$ cat config.mk
export PLATFORM = sky130hd
export DESIGN_NAME = packed_raw_sample_unpacker_flat
export DESIGN_NICKNAME = d
export VERILOG_FILES = /design/src/sv/prsu_pkg.sv /design/src/sv/prsu_if.sv /design/src/sv/packed_raw_sample_unpacker.sv /design/src/sv/prsu_front.sv /design/src/sv/prsu_queue.sv /design/src/sv/prsu_back.sv /design/src/flat_wrapper.sv
export SDC_FILE = /design/constraint.sdc
export NUM_CORES = 1
export LEC_CHECK = 0
export BUFFER_PORTS_ARGS = -buffer_cell sky130_fd_sc_hd__buf_2
export CELL_PAD_IN_SITES_DETAIL_PLACEMENT = 0
export CELL_PAD_IN_SITES_GLOBAL_PLACEMENT = 1
export CORE_UTILIZATION = 40
export CTS_CLUSTER_SIZE = 16
export DETAILED_ROUTE_END_ITERATION = 7
export HOLD_SLACK_MARGIN = 0.06
export PLACE_DENSITY = 0.64
export SYNTH_ARGS = -nofsm -noshare
export SYNTH_HDL_FRONTEND = slang
export SYNTH_SLANG_ARGS = --single-unit
$ cat constraint.sdc
create_clock -name clk -period 10.8 [get_ports clk]
set_input_delay 2.16 -clock clk [delete_from_list [all_inputs] [get_ports clk]]
set_output_delay 2.16 -clock clk [all_outputs]
set_load 0.01 [all_outputs]
$ cat src/sv/prsu_pkg.sv
package prsu_pkg;

  localparam int MAX_WIDTH  = 8192;
  localparam int MAX_HEIGHT = 8192;
  // must be a power of two
  localparam int LINE_ALIGN = 16;

  localparam int CFG_IDX_W  = 2;
  localparam int CFG_DATA_W = 14;

  localparam int Q_DEPTH = 4;
  localparam int Q_AW    = $clog2(Q_DEPTH);
  localparam int Q_CW    = $clog2(Q_DEPTH + 1);

  localparam logic [13:0] MAX_W      = 14'(MAX_WIDTH);
  localparam logic [13:0] MAX_H      = 14'(MAX_HEIGHT);
  localparam logic [14:0] ALIGN_MASK = 15'(LINE_ALIGN - 1);

  // register indexes
  localparam logic [CFG_IDX_W-1:0] REG_PACK_MODE   = 2'd0;
  localparam logic [CFG_IDX_W-1:0] REG_DEPTH_TWELVE = 2'd1;
  localparam logic [CFG_IDX_W-1:0] REG_WIDTH       = 2'd2;
  localparam logic [CFG_IDX_W-1:0] REG_HEIGHT      = 2'd3;

  // pack modes
  localparam logic [1:0] MODE_PLAIN = 2'd0;
  localparam logic [1:0] MODE_MIPI  = 2'd1;
  localparam logic [1:0] MODE_LSB   = 2'd2;

  typedef struct packed {
    logic [1:0]  pack_mode;
    logic        depth_is_twelve;
    logic [13:0] width_pixels;
    logic [13:0] height_lines;
  } cfg_t;

  // one decoded group: up to four samples, last_idx is count minus one
  typedef struct packed {
    logic [3:0][15:0] samples;
    logic [1:0]       last_idx;
  } rec_t;

  typedef struct packed {
    logic push;
    rec_t rec;
  } q_wr_t;

  typedef struct packed {
    logic valid;
    rec_t rec;
  } q_rd_t;

  function automatic logic is_packed(logic [1:0] m);
    return (m == MODE_MIPI) || (m == MODE_LSB);
  endfunction

  function automatic logic [13:0] eff_width(cfg_t c);
    logic [13:0] wc;
    logic [13:0] wm;
    wc = (c.width_pixels > MAX_W) ? MAX_W : c.width_pixels;
    wm = wc;
    if (!is_packed(c.pack_mode)) begin
      if (wc == 14'd0) wm = 14'd1;
    end else if (c.depth_is_twelve) begin
      wm = {wc[13:1], 1'b0};
      if (wm < 14'd2) wm = 14'd2;
    end else begin
      wm = {wc[13:2], 2'b00};
      if (wm < 14'd4) wm = 14'd4;
    end
    return wm;
  endfunction

  function automatic logic [13:0] eff_height(cfg_t c);
    logic [13:0] h;
    h = c.height_lines;
    if (h == 14'd0) h = 14'd1;
    if (h > MAX_H) h = MAX_H;
    return h;
  endfunction

  // data bytes per line in packed modes: groups times bytes per group
  function automatic logic [14:0] line_bytes(cfg_t c);
    logic [14:0] w;
    w = 15'(eff_width(c));
    return c.depth_is_twelve ? (w + (w >> 1)) : (w + (w >> 2));
  endfunction

  function automatic logic [3:0][15:0] unpack_group(logic [31:0] gb, logic [7:0] b,
                                                    logic twelve, logic mipi);
    logic [3:0][15:0] s;
    logic [7:0] b0, b1, b2, b3;
    b0 = gb[7:0];
    b1 = gb[15:8];
    b2 = gb[23:16];
    b3 = gb[31:24];
    s  = '0;
    if (twelve) begin
      if (mipi) begin
        s[0] = {4'd0, b0, b[3:0]};
        s[1] = {4'd0, b1, b[7:4]};
      end else begin
        s[0] = {4'd0, b1[3:0], b0};
        s[1] = {4'd0, b, b1[7:4]};
      end
    end else begin
      if (mipi) begin
        s[0] = {6'd0, b0, b[1:0]};
        s[1] = {6'd0, b1, b[3:2]};
        s[2] = {6'd0, b2, b[5:4]};
        s[3] = {6'd0, b3, b[7:6]};
      end else begin
        s[0] = {6'd0, b1[1:0], b0};
        s[1] = {6'd0, b2[3:0], b1[7:2]};
        s[2] = {6'd0, b3[5:0], b2[7:4]};
        s[3] = {6'd0, b, b3[7:6]};
      end
    end
    return s;
  endfunction

endpackage

$ cat src/sv/prsu_if.sv
interface prsu_in_if;
  logic       valid;
  logic       ready;
  logic [7:0] data_byte;

  modport source (output valid, output data_byte, input ready);
  modport sink   (input valid, input data_byte, output ready);
endinterface

interface prsu_out_if;
  logic        valid;
  logic        ready;
  logic [15:0] sample_value;
  logic        end_of_line;
  logic        end_of_frame;
  logic        last_of_burst;

  modport source (output valid, output sample_value, output end_of_line,
                  output end_of_frame, output last_of_burst, input ready);
  modport sink   (input valid, input sample_value, input end_of_line,
                  input end_of_frame, input last_of_burst, output ready);
endinterface

$ cat src/sv/packed_raw_sample_unpacker.sv
// The first sample of a group is offered once the group's last byte has been
// written to the queue and the sample loaded into the output register.
// Throughput: one byte per cycle in while the queue has room, one sample per cycle
// out while the receiver is ready; a four-entry group queue absorbs bursts.
// Reset: synchronous active-low rst_n empties the queue and clears all counters;
// registers return to pack_mode 1, ten-bit depth, width 1920, height 1080.
module packed_raw_sample_unpacker (
  input  logic                               clk,
  input  logic                               rst_n,
  prsu_in_if.sink                            in_s,
  prsu_out_if.source                         out_s,
  input  logic                               cfg_we,
  input  logic [prsu_pkg::CFG_IDX_W-1:0]     cfg_index,
  input  logic [prsu_pkg::CFG_DATA_W-1:0]    cfg_data
);
  import prsu_pkg::*;

  cfg_t  cfg_r;
  q_wr_t q_wr;
  q_rd_t q_rd;
  logic  q_full, pop;

  always_ff @(posedge clk) begin
    if (!rst_n) begin
      cfg_r.pack_mode       <= MODE_MIPI;
      cfg_r.depth_is_twelve <= 1'b0;
      cfg_r.width_pixels    <= 14'd1920;
      cfg_r.height_lines    <= 14'd1080;
    end else if (cfg_we) begin
      unique case (cfg_index)
        REG_PACK_MODE:    cfg_r.pack_mode       <= cfg_data[1:0];
        REG_DEPTH_TWELVE: cfg_r.depth_is_twelve <= cfg_data[0];
        REG_WIDTH:        cfg_r.width_pixels    <= cfg_data;
        REG_HEIGHT:       cfg_r.height_lines    <= cfg_data;
        default:          cfg_r                 <= cfg_r;
      endcase
    end
  end

  prsu_front u_front (
    .clk    (clk),
    .rst_n  (rst_n),
    .cfg    (cfg_r),
    .in_s   (in_s),
    .q_full (q_full),
    .q_wr   (q_wr)
  );

  prsu_queue u_queue (
    .clk   (clk),
    .rst_n (rst_n),
    .q_wr  (q_wr),
    .pop   (pop),
    .full  (q_full),
    .q_rd  (q_rd)
  );

  prsu_back u_back (
    .clk   (clk),
    .rst_n (rst_n),
    .cfg   (cfg_r),
    .q_rd  (q_rd),
    .pop   (pop),
    .out_s (out_s)
  );

endmodule

$ cat src/sv/prsu_front.sv
module prsu_front (
  input  logic           clk,
  input  logic           rst_n,
  input  prsu_pkg::cfg_t cfg,
  prsu_in_if.sink        in_s,
  input  logic           q_full,
  output prsu_pkg::q_wr_t q_wr
);
  import prsu_pkg::*;

  logic [31:0] gb_r, gb_nxt;
  logic [2:0]  big_r, big_nxt;
  logic [13:0] lbc_r, lbc_nxt;

  logic        xfer;
  logic [7:0]  b;
  logic [14:0] line, step, lbc_inc;
  logic [3:0]  gbytes;

  assign in_s.ready = !q_full;
  assign xfer       = in_s.valid && !q_full;
  assign b          = in_s.data_byte;

  assign line    = line_bytes(cfg);
  assign step    = (line + ALIGN_MASK) & ~ALIGN_MASK;
  assign lbc_inc = {1'b0, lbc_r} + 15'd1;
  assign gbytes  = cfg.depth_is_twelve ? 4'd3 : 4'd5;

  always_comb begin
    q_wr    = '0;
    gb_nxt  = gb_r;
    big_nxt = big_r;
    lbc_nxt = lbc_r;
    if (xfer) begin
      if (!is_packed(cfg.pack_mode)) begin
        if (big_r == 3'd0) begin
          gb_nxt  = {24'd0, b};
          big_nxt = 3'd1;
        end else begin
          q_wr.push           = 1'b1;
          q_wr.rec.samples[0] = {b, gb_r[7:0]};
          q_wr.rec.last_idx   = 2'd0;
          gb_nxt              = '0;
          big_nxt             = 3'd0;
        end
      end else begin
        // bytes past the line's data length are padding
        if ({1'b0, lbc_r} < line) begin
          if ({1'b0, big_r} + 4'd1 < gbytes) begin
            gb_nxt  = gb_r | ({24'd0, b} << {big_r[1:0], 3'b000});
            big_nxt = big_r + 3'd1;
          end else begin
            q_wr.push         = 1'b1;
            q_wr.rec.samples  = unpack_group(gb_r, b, cfg.depth_is_twelve,
                                             cfg.pack_mode == MODE_MIPI);
            q_wr.rec.last_idx = cfg.depth_is_twelve ? 2'd1 : 2'd3;
            gb_nxt            = '0;
            big_nxt           = 3'd0;
          end
        end
        lbc_nxt = (lbc_inc >= step) ? 14'd0 : lbc_inc[13:0];
      end
    end
  end

  always_ff @(posedge clk) begin
    if (!rst_n) begin
      gb_r  <= '0;
      big_r <= '0;
      lbc_r <= '0;
    end else begin
      gb_r  <= gb_nxt;
      big_r <= big_nxt;
      lbc_r <= lbc_nxt;
    end
  end

endmodule

$ cat src/sv/prsu_queue.sv
module prsu_queue (
  input  logic            clk,
  input  logic            rst_n,
  input  prsu_pkg::q_wr_t q_wr,
  input  logic            pop,
  output logic            full,
  output prsu_pkg::q_rd_t q_rd
);
  import prsu_pkg::*;

  rec_t                mem_r [Q_DEPTH];
  logic [Q_AW-1:0]     wptr_r, rptr_r;
  logic [Q_CW-1:0]     cnt_r, cnt_nxt;
  logic                do_push, do_pop;

  assign full       = (cnt_r == Q_CW'(Q_DEPTH));
  assign q_rd.valid = (cnt_r != '0);
  assign q_rd.rec   = mem_r[rptr_r];
  assign do_push    = q_wr.push && !full;
  assign do_pop     = pop && q_rd.valid;

  always_comb begin
    cnt_nxt = cnt_r;
    if (do_push && !do_pop) cnt_nxt = cnt_r + Q_CW'(1);
    else if (!do_push && do_pop) cnt_nxt = cnt_r - Q_CW'(1);
  end

  always_ff @(posedge clk) begin
    if (!rst_n) begin
      wptr_r <= '0;
      rptr_r <= '0;
      cnt_r  <= '0;
    end else begin
      if (do_push) wptr_r <= wptr_r + Q_AW'(1);
      if (do_pop) rptr_r <= rptr_r + Q_AW'(1);
      cnt_r <= cnt_nxt;
    end
  end

  always_ff @(posedge clk) begin
    if (do_push) mem_r[wptr_r] <= q_wr.rec;
  end

endmodule

$ cat src/sv/prsu_back.sv
module prsu_back (
  input  logic            clk,
  input  logic            rst_n,
  input  prsu_pkg::cfg_t  cfg,
  input  prsu_pkg::q_rd_t q_rd,
  output logic            pop,
  prsu_out_if.source      out_s
);
  import prsu_pkg::*;

  logic        out_valid_r;
  logic [15:0] sample_r;
  logic        eol_r, eof_r, last_r;
  logic [1:0]  idx_r;
  logic [12:0] col_r, row_r;

  logic        adv, load, eol, eof, last;
  logic [13:0] w, h, col_inc, row_inc;

  assign w       = eff_width(cfg);
  assign h       = eff_height(cfg);
  assign col_inc = {1'b0, col_r} + 14'd1;
  assign row_inc = {1'b0, row_r} + 14'd1;
  assign eol     = col_inc >= w;
  assign eof     = eol && (row_inc >= h);

  assign adv  = !out_valid_r || out_s.ready;
  assign load = adv && q_rd.valid;
  assign last = (idx_r == q_rd.rec.last_idx);
  assign pop  = load && last;

  assign out_s.valid         = out_valid_r;
  assign out_s.sample_value  = sample_r;
  assign out_s.end_of_line   = eol_r;
  assign out_s.end_of_frame  = eof_r;
  assign out_s.last_of_burst = last_r;

  always_ff @(posedge clk) begin
    if (!rst_n) begin
      out_valid_r <= 1'b0;
      idx_r       <= '0;
      col_r       <= '0;
      row_r       <= '0;
    end else if (adv) begin
      out_valid_r <= q_rd.valid;
      if (load) begin
        idx_r <= last ? 2'd0 : idx_r + 2'd1;
        col_r <= eol ? 13'd0 : col_inc[12:0];
        if (eol) row_r <= eof ? 13'd0 : row_inc[12:0];
      end
    end
  end

  always_ff @(posedge clk) begin
    if (load) begin
      sample_r <= q_rd.rec.samples[idx_r];
      eol_r    <= eol;
      eof_r    <= eof;
      last_r   <= last;
    end
  end

endmodule

$ cat src/flat_wrapper.sv
// flat-port wrapper written by rule: the top's interface ports become plain ports
module packed_raw_sample_unpacker_flat import prsu_pkg::*;
  (clk, rst_n, cfg_we, cfg_index, cfg_data, in_s_valid, in_s_data_byte, in_s_ready, out_s_valid, out_s_sample_value, out_s_end_of_line, out_s_end_of_frame, out_s_last_of_burst, out_s_ready);
  prsu_in_if in_s_i ();
  prsu_out_if out_s_i ();
  input  logic clk;
  input  logic rst_n;
  input  logic cfg_we;
  input  logic [prsu_pkg::CFG_IDX_W-1:0] cfg_index;
  input  logic [prsu_pkg::CFG_DATA_W-1:0] cfg_data;
  input wire logic [$bits(in_s_i.valid)-1:0] in_s_valid;
  input wire logic [$bits(in_s_i.data_byte)-1:0] in_s_data_byte;
  output wire logic [$bits(in_s_i.ready)-1:0] in_s_ready;
  output wire logic [$bits(out_s_i.valid)-1:0] out_s_valid;
  output wire logic [$bits(out_s_i.sample_value)-1:0] out_s_sample_value;
  output wire logic [$bits(out_s_i.end_of_line)-1:0] out_s_end_of_line;
  output wire logic [$bits(out_s_i.end_of_frame)-1:0] out_s_end_of_frame;
  output wire logic [$bits(out_s_i.last_of_burst)-1:0] out_s_last_of_burst;
  input wire logic [$bits(out_s_i.ready)-1:0] out_s_ready;
  assign in_s_i.valid = in_s_valid;
  assign in_s_i.data_byte = in_s_data_byte;
  assign in_s_ready = in_s_i.ready;
  assign out_s_valid = out_s_i.valid;
  assign out_s_sample_value = out_s_i.sample_value;
  assign out_s_end_of_line = out_s_i.end_of_line;
  assign out_s_end_of_frame = out_s_i.end_of_frame;
  assign out_s_last_of_burst = out_s_i.last_of_burst;
  assign out_s_i.ready = out_s_ready;
  packed_raw_sample_unpacker u_core (.clk(clk), .rst_n(rst_n), .in_s(in_s_i), .out_s(out_s_i), .cfg_we(cfg_we), .cfg_index(cfg_index), .cfg_data(cfg_data));
endmodule
# --- Yosys cells after proc, flatten, opt, wreduce, memory -nomap -nowiden ---
# Memories as Yosys holds them, arrays and structs flattened. A register that Yosys moved wholly into a read port is not among the register bits.
# Index checks and enable logic that the tools add are counted.
# W data, S select, Z words.
op_classes:
  n_mul: 0
  eq_ne: 8
  n_div: 0
  n_bitwise: 1
  n_mux: 43
  shift: 1
  magnitude_cmp: 10
  n_addsub: 13
  reduce_logical: 28
op_table:
  columns: ["operator", "n"]
  rows:
  - ["$mux W67", 3]
  - ["$mux W32", 4]
  - ["$mux W14", 9]
  - ["$mux W58", 1]
  - ["$mux W48", 1]
  - ["$mux W18", 2]
  - ["$bmux W16 S2", 1]
  - ["$or A32 B32 Y32", 1]
  - ["$shl A8 B5 Y32", 1]
  - ["$add A13 B1 Y14 const B", 2]
  - ["$ge A14 B14 Y1", 2]
  - ["$gt A14 B14 Y1 const B", 2]
  - ["$logic_not A14 Y1", 2]
  - ["$mux W28", 1]
  - ["$mux W13", 2]
  - ["$mux W26", 1]
  - ["$mux W3", 6]
  - ["$mux W16", 1]
  - ["$add A14 B1 Y15 const B", 1]
  - ["$add A14 B12 Y15", 1]
  - ["$add A14 B13 Y15", 1]
  - ["$add A15 B4 Y15 const B", 1]
  - ["$ge A15 B15 Y1", 1]
  - ["$lt A14 B15 Y1", 1]
  - ["26 further kinds", 56]
totals:
  out_inout_bits: 21
  mem_bits_rw: 264
  reg_bits: 135
  latch_bits: 0
  inputBits: 29
  memories: 1
  romBits: 0
  elab_cells: 123
mem_list:
  columns: ["memory", "words", "word_bits", "read_ports", "rd_ports_with_merged_regs", "wr", "line", "rtl"]
  rows:
  - ["u_core.u_queue.mem_r", 4, 66, 1, 1, 1, "prsu_queue.sv:11", "rec_t mem_r [Q_DEPTH];"]

# --- Logic depth before layout (Yosys ltp) ---
logic_depth:
  depth_word: 17
  mapped_depth: 30
  ltp_nobuf: 28

# --- By module ---
# A second synthesis with hierarchy kept.
unflattened:
  cells_unflattened: 1488
  hier_area_um2: 19800.2
by_module_without_submodules:
  columns: ["module", "n_inst", "cells_per_inst", "seq_area_each_um2", "area_per_inst_um2"]
  rows:
  - ["prsu_queue", 1, 392, 8107.8, 10002.1]
  - ["prsu_front", 1, 596, 980.9, 4974.8]
  - ["prsu_back", 1, 370, 1151.1, 3500.9]
  - ["packed_raw_sample_unpacker", 1, 130, 620.6, 1322.5]

# --- Worst setup path before layout ---
# No wires, ideal clock.
synth_path:
  path_kind: "register -> register"
  start: "register u_core.cfg_r[28] (netlist name)"
  end: "memory u_core.u_queue.mem_r[0][0] (netlist name) (enable)"
  t_arrival_ns: 6.511
  setup_ns: 0.413
  path_stages_with_launch: 23
  required_ns: 10.387
  synth_period_minus_slack_ns: 6.924
  path_slack_ns: 3.876
  n_path_buf: 3
  path_cell_list: "dfxtp_1 buf_2 clkbuf_1 clkbuf_1 mux2_2 nand2_1 nand2_1 ha_1 fa_1 a211o_1 a211o_1 a211oi_2 xnor2_1 inv_1 ha_1 a21o_1 a211oi_1 nand4b_1 a2111oi_1 or3_4 a21oi_4 inv_2 and2_1"
synth_via:
  elab_chain_len: 11
  word_cells_on_any_way: 15
  classes_between: "add/sub: 2; order compare: 2; mux: 10; reduce/logical: 1"
synth_rtl:
  columns: ["item", "line", "rtl"]
  rows:
  - ["start: declaration", "packed_raw_sample_unpacker.sv:18", "cfg_t cfg_r;"]
  - ["start signal: assignment", "packed_raw_sample_unpacker.sv:35", "default: cfg_r <= cfg_r;"]
  - ["$mux W14", "prsu_pkg.sv:64", "end else if (c.depth_is_twelve) begin"]
  - ["$mux W14", "prsu_pkg.sv:62", "if (!is_packed(c.pack_mode)) begin"]
  - ["$add A14 B12 Y15 or $add A14 B13 Y15 (tied branches)", "prsu_pkg.sv:86", "return c.depth_is_twelve ? (w + (w >> 1)) : (w + (w >> 2));"]
  - ["$mux W15", "prsu_pkg.sv:86", null]
  - ["$lt A14 B15 Y1", "prsu_front.sv:48", "if ({1'b0, lbc_r} < line) begin"]
  - ["$mux W67 *", "prsu_front.sv:48", null]
  - ["$mux W1 *", "prsu_front.sv:35", "if (!is_packed(cfg.pack_mode)) begin"]
  - ["$mux W67 *", "prsu_front.sv:34", "if (xfer) begin"]
  - ["$logic_and A1 B1 Y1 *", "prsu_queue.sv:19", "assign do_push = q_wr.push && !full;"]
  - ["net u_core.u_queue.do_push", "prsu_queue.sv:14", "logic do_push, do_pop;"]
  - ["$mux W1 *", "prsu_queue.sv:41", "if (do_push) mem_r[wptr_r] <= q_wr.rec;"]
  - ["$mux W1 (implied by the code) *", "prsu_queue.sv:41", null]
  - ["end: declaration", "prsu_queue.sv:11", null]
# The timed path passes the listed nets; every way through them passes the cells marked *.

==> tab_implementation.tex <==
\begin{tabular}{lr}
\hline
Metric & Value \\
\hline
\multicolumn{2}{l}{\textbf{Outcome}} \\
\quad Outcome & completed \\
\multicolumn{2}{l}{\textbf{Cells and area}} \\
\quad Final antenna diode count & 0 \\
\quad Utilization after layout & 0.454 \\
\quad Non-Filler Cell Area, Final & 19100 um\^{}2 \\
\quad Share of layout cells above drive strength 1 & 0.158 \\
\quad Number of fill cells & 3905 \\
\quad Number of nets in the final layout & 1588 \\
\quad Area growth from synthesis to layout & 11.5\% \\
\multicolumn{2}{l}{\textbf{Global routing}} \\
\quad GR Overflow Total & 0 \\
\quad Overall routing resource usage & 0.194 \\
\quad Via count of the first global-routing pass & 11690 \\
\quad Number of antenna violations at the first check in global routing & 0 \\
\quad Maximum number of pins on one net before global-route repair & 71 \\
\quad Wire length of the first global-routing pass & 66100 um \\
\multicolumn{2}{l}{\textbf{Routing}} \\
\quad Sum of met3 wire segment lengths after detailed routing & 1320 um \\
\quad Total length of routed wires & 41600 um \\
\quad Detailed-routed wire length on met2 & 20500 um \\
\quad Met1 wire length & 18800 um \\
\quad Initial detailed-routing violation count & 577 \\
\quad Routed via count & 11567 \\
\quad Routed length per placed instance & 20.3 um \\
\quad Detailed-route vias per instance & 5.64 \\
\quad Number of nets with antenna violations after detailed routing & 0 \\
\quad DRC errors left & 0 \\
\quad Drt first pass iters & 4 \\
\quad Top sig layer & met4 \\
\multicolumn{2}{l}{\textbf{Logic synthesis}} \\
\quad Post-synthesis sequential area ratio & 0.521 \\
\quad Post-synth EDFFs & 219 \\
\quad Most frequently used cell type in the post-synthesis netlist & edfxtp\_1 \\
\quad Mean area per synthesized cell & 11.8 um\^{}2 \\
\quad Number of synthesized register bits & 337 \\
\quad Share of flip-flops with an asynchronous set or reset & 0 \\
\quad Post-Synthesis Net Count & 1557 \\
\quad Predominant post-synthesis flop cell & edfxtp\_1 \\
\quad Dominant cells by area after synthesis & edfxtp\_1 38\%, dfxtp\_1 14\%, mux4\_2 9.2\% \\
\quad Biggest area consumer among synthesized cells & edfxtp\_1 \\
\quad Most frequent cells after synthesis & 219 x edfxtp\_1, 181 x nand2\_1, 118 x dfxtp\_1 \\
\quad Count of yosys warnings during synthesis & 0 \\
\quad Yosys cell types & 74 \\
\quad Area share of the largest cell type after synthesis & 0.383 \\
\quad Synth Instances & 1450 \\
\quad Post-synthesis instance area & 17200 um\^{}2 \\
\multicolumn{2}{l}{\textbf{Timing}} \\
\quad Fin. max-slew vios & 0 \\
\quad Aggregate negative setup slack & 0 ns \\
\quad Fmax & 142 MHz \\
\quad Maximum clock skew at final layout & 0.0198 ns \\
\quad Number of failing hold endpoints at the final stage & 0 \\
\quad Worst hold slack across all endpoints & 0.470 ns \\
\quad Unrepaired setup endpoints after global routing & no \\
\quad Actual slew at the worst max-slew pin & 1.12 ns \\
\quad Worst-case headroom to the max-slew limit & 0.254 \\
\quad Final-report setup violation count & 0 \\
\quad Portion of the clock cycle consumed by the worst path in the final layout & 0.653 \\
\quad Clock period minus final worst setup slack & 7.05 ns \\
\multicolumn{2}{l}{\textbf{Clock tree}} \\
\quad Worst skew pair latency & 0.56 ns \\
\quad Number of clock sinks seen by CTS & 337 \\
\quad CTS tree & done \\
\quad Number of cells upsized or downsized after cts & 0 \\
\quad Clock transition time at the flip-flop clock pins of the worst setup and hold paths & 0.06 ns \\
\quad CTS HTree Levels & 2 \\
\quad Number of buffers added by the clock tree synthesis step & 39 \\
\quad Cts-stage hold buffer count & 0 \\
\quad Post-CTS repair timing setup buffer count & 0 \\
\quad Number of buffers between clock root and the deepest sink & 3 \\
\quad Root Buffer & clkbuf\_16 \\
\multicolumn{2}{l}{\textbf{Pwr}} \\
\quad Power per unit of standard cell area & 187 nW/um\^{}2 \\
\quad Post-layout power & 0.00358 W \\
\quad VDD IR-drop max & 0.123 mV \\
\quad LEAKAGE & 6.99 nW \\
\multicolumn{2}{l}{\textbf{Critical path}} \\
\quad First element of the critical path & u\_core.cfg\_r[16] \\
\quad FF-to-FF setup slack & 3.75 ns \\
\quad Register-to-Register Path Depth & 20 \\
\quad Endpoint of the worst-slack reg-to-reg timing path & u\_core.u\_queue.mem\_r[1][59] \\
\quad Critical path capture point type & register \\
\quad Critical Path AT & 7.38 ns \\
\quad Slowest cell on the critical path & nand3\_1 \\
\quad Setup Crit Path Kind & reg -> reg \\
\quad Count of cell instances traversed by the critical path & 20 \\
\quad Worst setup SP type & register \\
\quad Library cell appearing most often on the critical path & a21oi\_1 \\
\quad Crit path max fanout & 20 \\
\quad Required time worst endpoint & 11.13 ns \\
\quad Crit path capture & u\_core.u\_queue.mem\_r[1][59] \\
\quad Worst-path cell chain & nor4\_1 > nand3\_1 > o31ai\_1 > nand2\_1 > o21ai\_0 > ha\_1 > a21oi\_1 > o2111ai\_1 > a21oi\_1 > a31oi\_1 > xnor2\_1 > inv\_1 > ha\_1 > a21o\_1 > a211oi\_1 > nand4b\_1 > a2111oi\_1 > or3\_4 > nand3\_1 > a21oi\_1 \\
\quad CP delay by family, top & compound AO/OA/AOI/OAI gates \\
\quad Startpoint of the most critical register-to-register path & u\_core.cfg\_r[16] \\
\quad WP buf/inv & 1 \\
\quad Worst path max stage delay & 0.82 ns \\
\multicolumn{2}{l}{\textbf{Placement}} \\
\quad Final HPWL DP & 27000 um \\
\quad Standard cell area after detailed placement & 17900 um\^{}2 \\
\quad Global placer's final weighted congestion & 0.805 \\
\quad Number of input and output port buffers inserted & 49 \\
\multicolumn{2}{l}{\textbf{Run}} \\
\quad Max Cap Viol & 0 \\
\multicolumn{2}{l}{\textbf{Die}} \\
\quad Area of the core & 42100 um\^{}2 \\
\quad Effective utilization at floorplan & 0.407 \\
\quad \# IOs & 50 \\
\quad Die outline height & 209 um \\
\quad Die Footprint & 43700 um\^{}2 \\
\quad Width of the die & 209 um \\
\quad Cell Rows & 75 \\
\multicolumn{2}{l}{\textbf{Worst hold path}} \\
\quad Path type of the worst min-delay path & reg -> reg \\
\hline
\end{tabular}
==> power breakdown <==
group	leakage (nW)	internal, W	switching, W	total, W
clock network	0.601	0.000745	0.000524	0.00127
registers	3.05	0.00148	0.0000728	0.00156
logic	3.34	0.000300	0.000457	0.000757
total	6.99	0.00253	0.00105	0.00358
==> cell usage in the layout, fill, tap and decap left out, types with 16 or more instances in the layout <==
cell and count:
a21o_1 16, dfxtp_1 115, nand3_1 51, a21oi_1 79
xnor2_1 27, mux4_2 70, clkbuf_16 39, a32o_1 20
and2_1 18, and3_1 20, nor2_1 79, buf_4 19
ha_1 75, mux2i_1 30, xor2_1 30, edfxtp_1 219
nand2_1 181, a211oi_1 16, or3_1 23, inv_1 51
buf_2 49, o22ai_1 18, o21ai_0 32
==> final cells by class <==
cell class              count  area, um^2  area share
flip-flops and latches    337        8940       0.468
multi-input cells         981        7700       0.403
clock buffers              55        1080      0.0562
well taps                 539         674      0.0353
repair buffers             68         388      0.0203
inverters                  54         203      0.0106
clock inverters            16         143     0.00746
==> layer usage <==
metal  vias up  track usage
met5         -            0
met4         0       0.0634
met1      5770        0.252
li1       5547            -
met2       196        0.333
met3        54       0.0277
==> kinds of logic (layout without fill, tap and decap cells) <==
logic type / count (synthesis) / count (layout) / share of synthesized area
AND/OR/NAND/NOR: 462 / 462 / 0.130
flip-flops: 337 / 337 / 0.521
AO/OA/AOI/OAI: 275 / 275 / 0.116
buffers and inverters: 132 / 193 / 0.0306
multiplexers: 109 / 109 / 0.115
adder cells (fa/ha/maj): 78 / 78 / 0.0578
XOR/XNOR: 57 / 57 / 0.0291
==> flip-flops by register name, summed over array words and instances, names as in the netlist, named ones only <==
signal / cells
u_core.u_queue.rptr_r: 2
u_core.u_front.lbc_r: 14
u_core.u_back.out_s.sample_value: 16
u_core.u_back.out_s.valid: 1
u_core.u_queue.mem_r: 200
u_core.u_back.out_s.end_of_frame: 1
u_core.cfg_r: 31
u_core.u_queue.wptr_r: 2
u_core.u_back.out_s.end_of_line: 1
u_core.u_front.gb_r: 32
u_core.u_queue.cnt_r: 3
u_core.u_front.big_r: 3
u_core.u_back.out_s.last_of_burst: 1
u_core.u_back.idx_r: 2
u_core.u_back.row_r: 13
u_core.u_back.col_r: 13
==> worst min path at each step <==
stage	cells past startpoint	slack (ns)	end	from
after floorplan	2	0.44	u_core.cfg_r[25]	u_core.cfg_r[25]
after detailed placement	2	0.46	u_core.cfg_r[26]	u_core.cfg_r[26]
after global placement	2	0.46	u_core.cfg_r[25]	u_core.cfg_r[25]
final	2	0.47	u_core.cfg_r[25]	u_core.cfg_r[25]
after CTS	2	0.47	u_core.cfg_r[26]	u_core.cfg_r[26]
after global routing	1	0.49	u_core.u_front.gb_r[21]	u_core.u_front.gb_r[21]
==> metrics by stage <==
| stage | worst slack, ns | instances |
|---|---|---|
| after floorplan | 3.88 | 1450 |
| after global placement | 3.84 | 1979 |
| after detailed placement | 3.74 | 1979 |
| after CTS | 3.73 | 2050 |
| after global routing | 3.01 | 2050 |
| final | 3.75 | 2050 |
==> worst min-delay path, cell delays in order (launching register included) <==
cell and delay [ns]:
dfxtp_1 0.31, nand2_1 0.05, a21oi_1 0.05
Note: power is estimated with default switching activity, not from simulation.
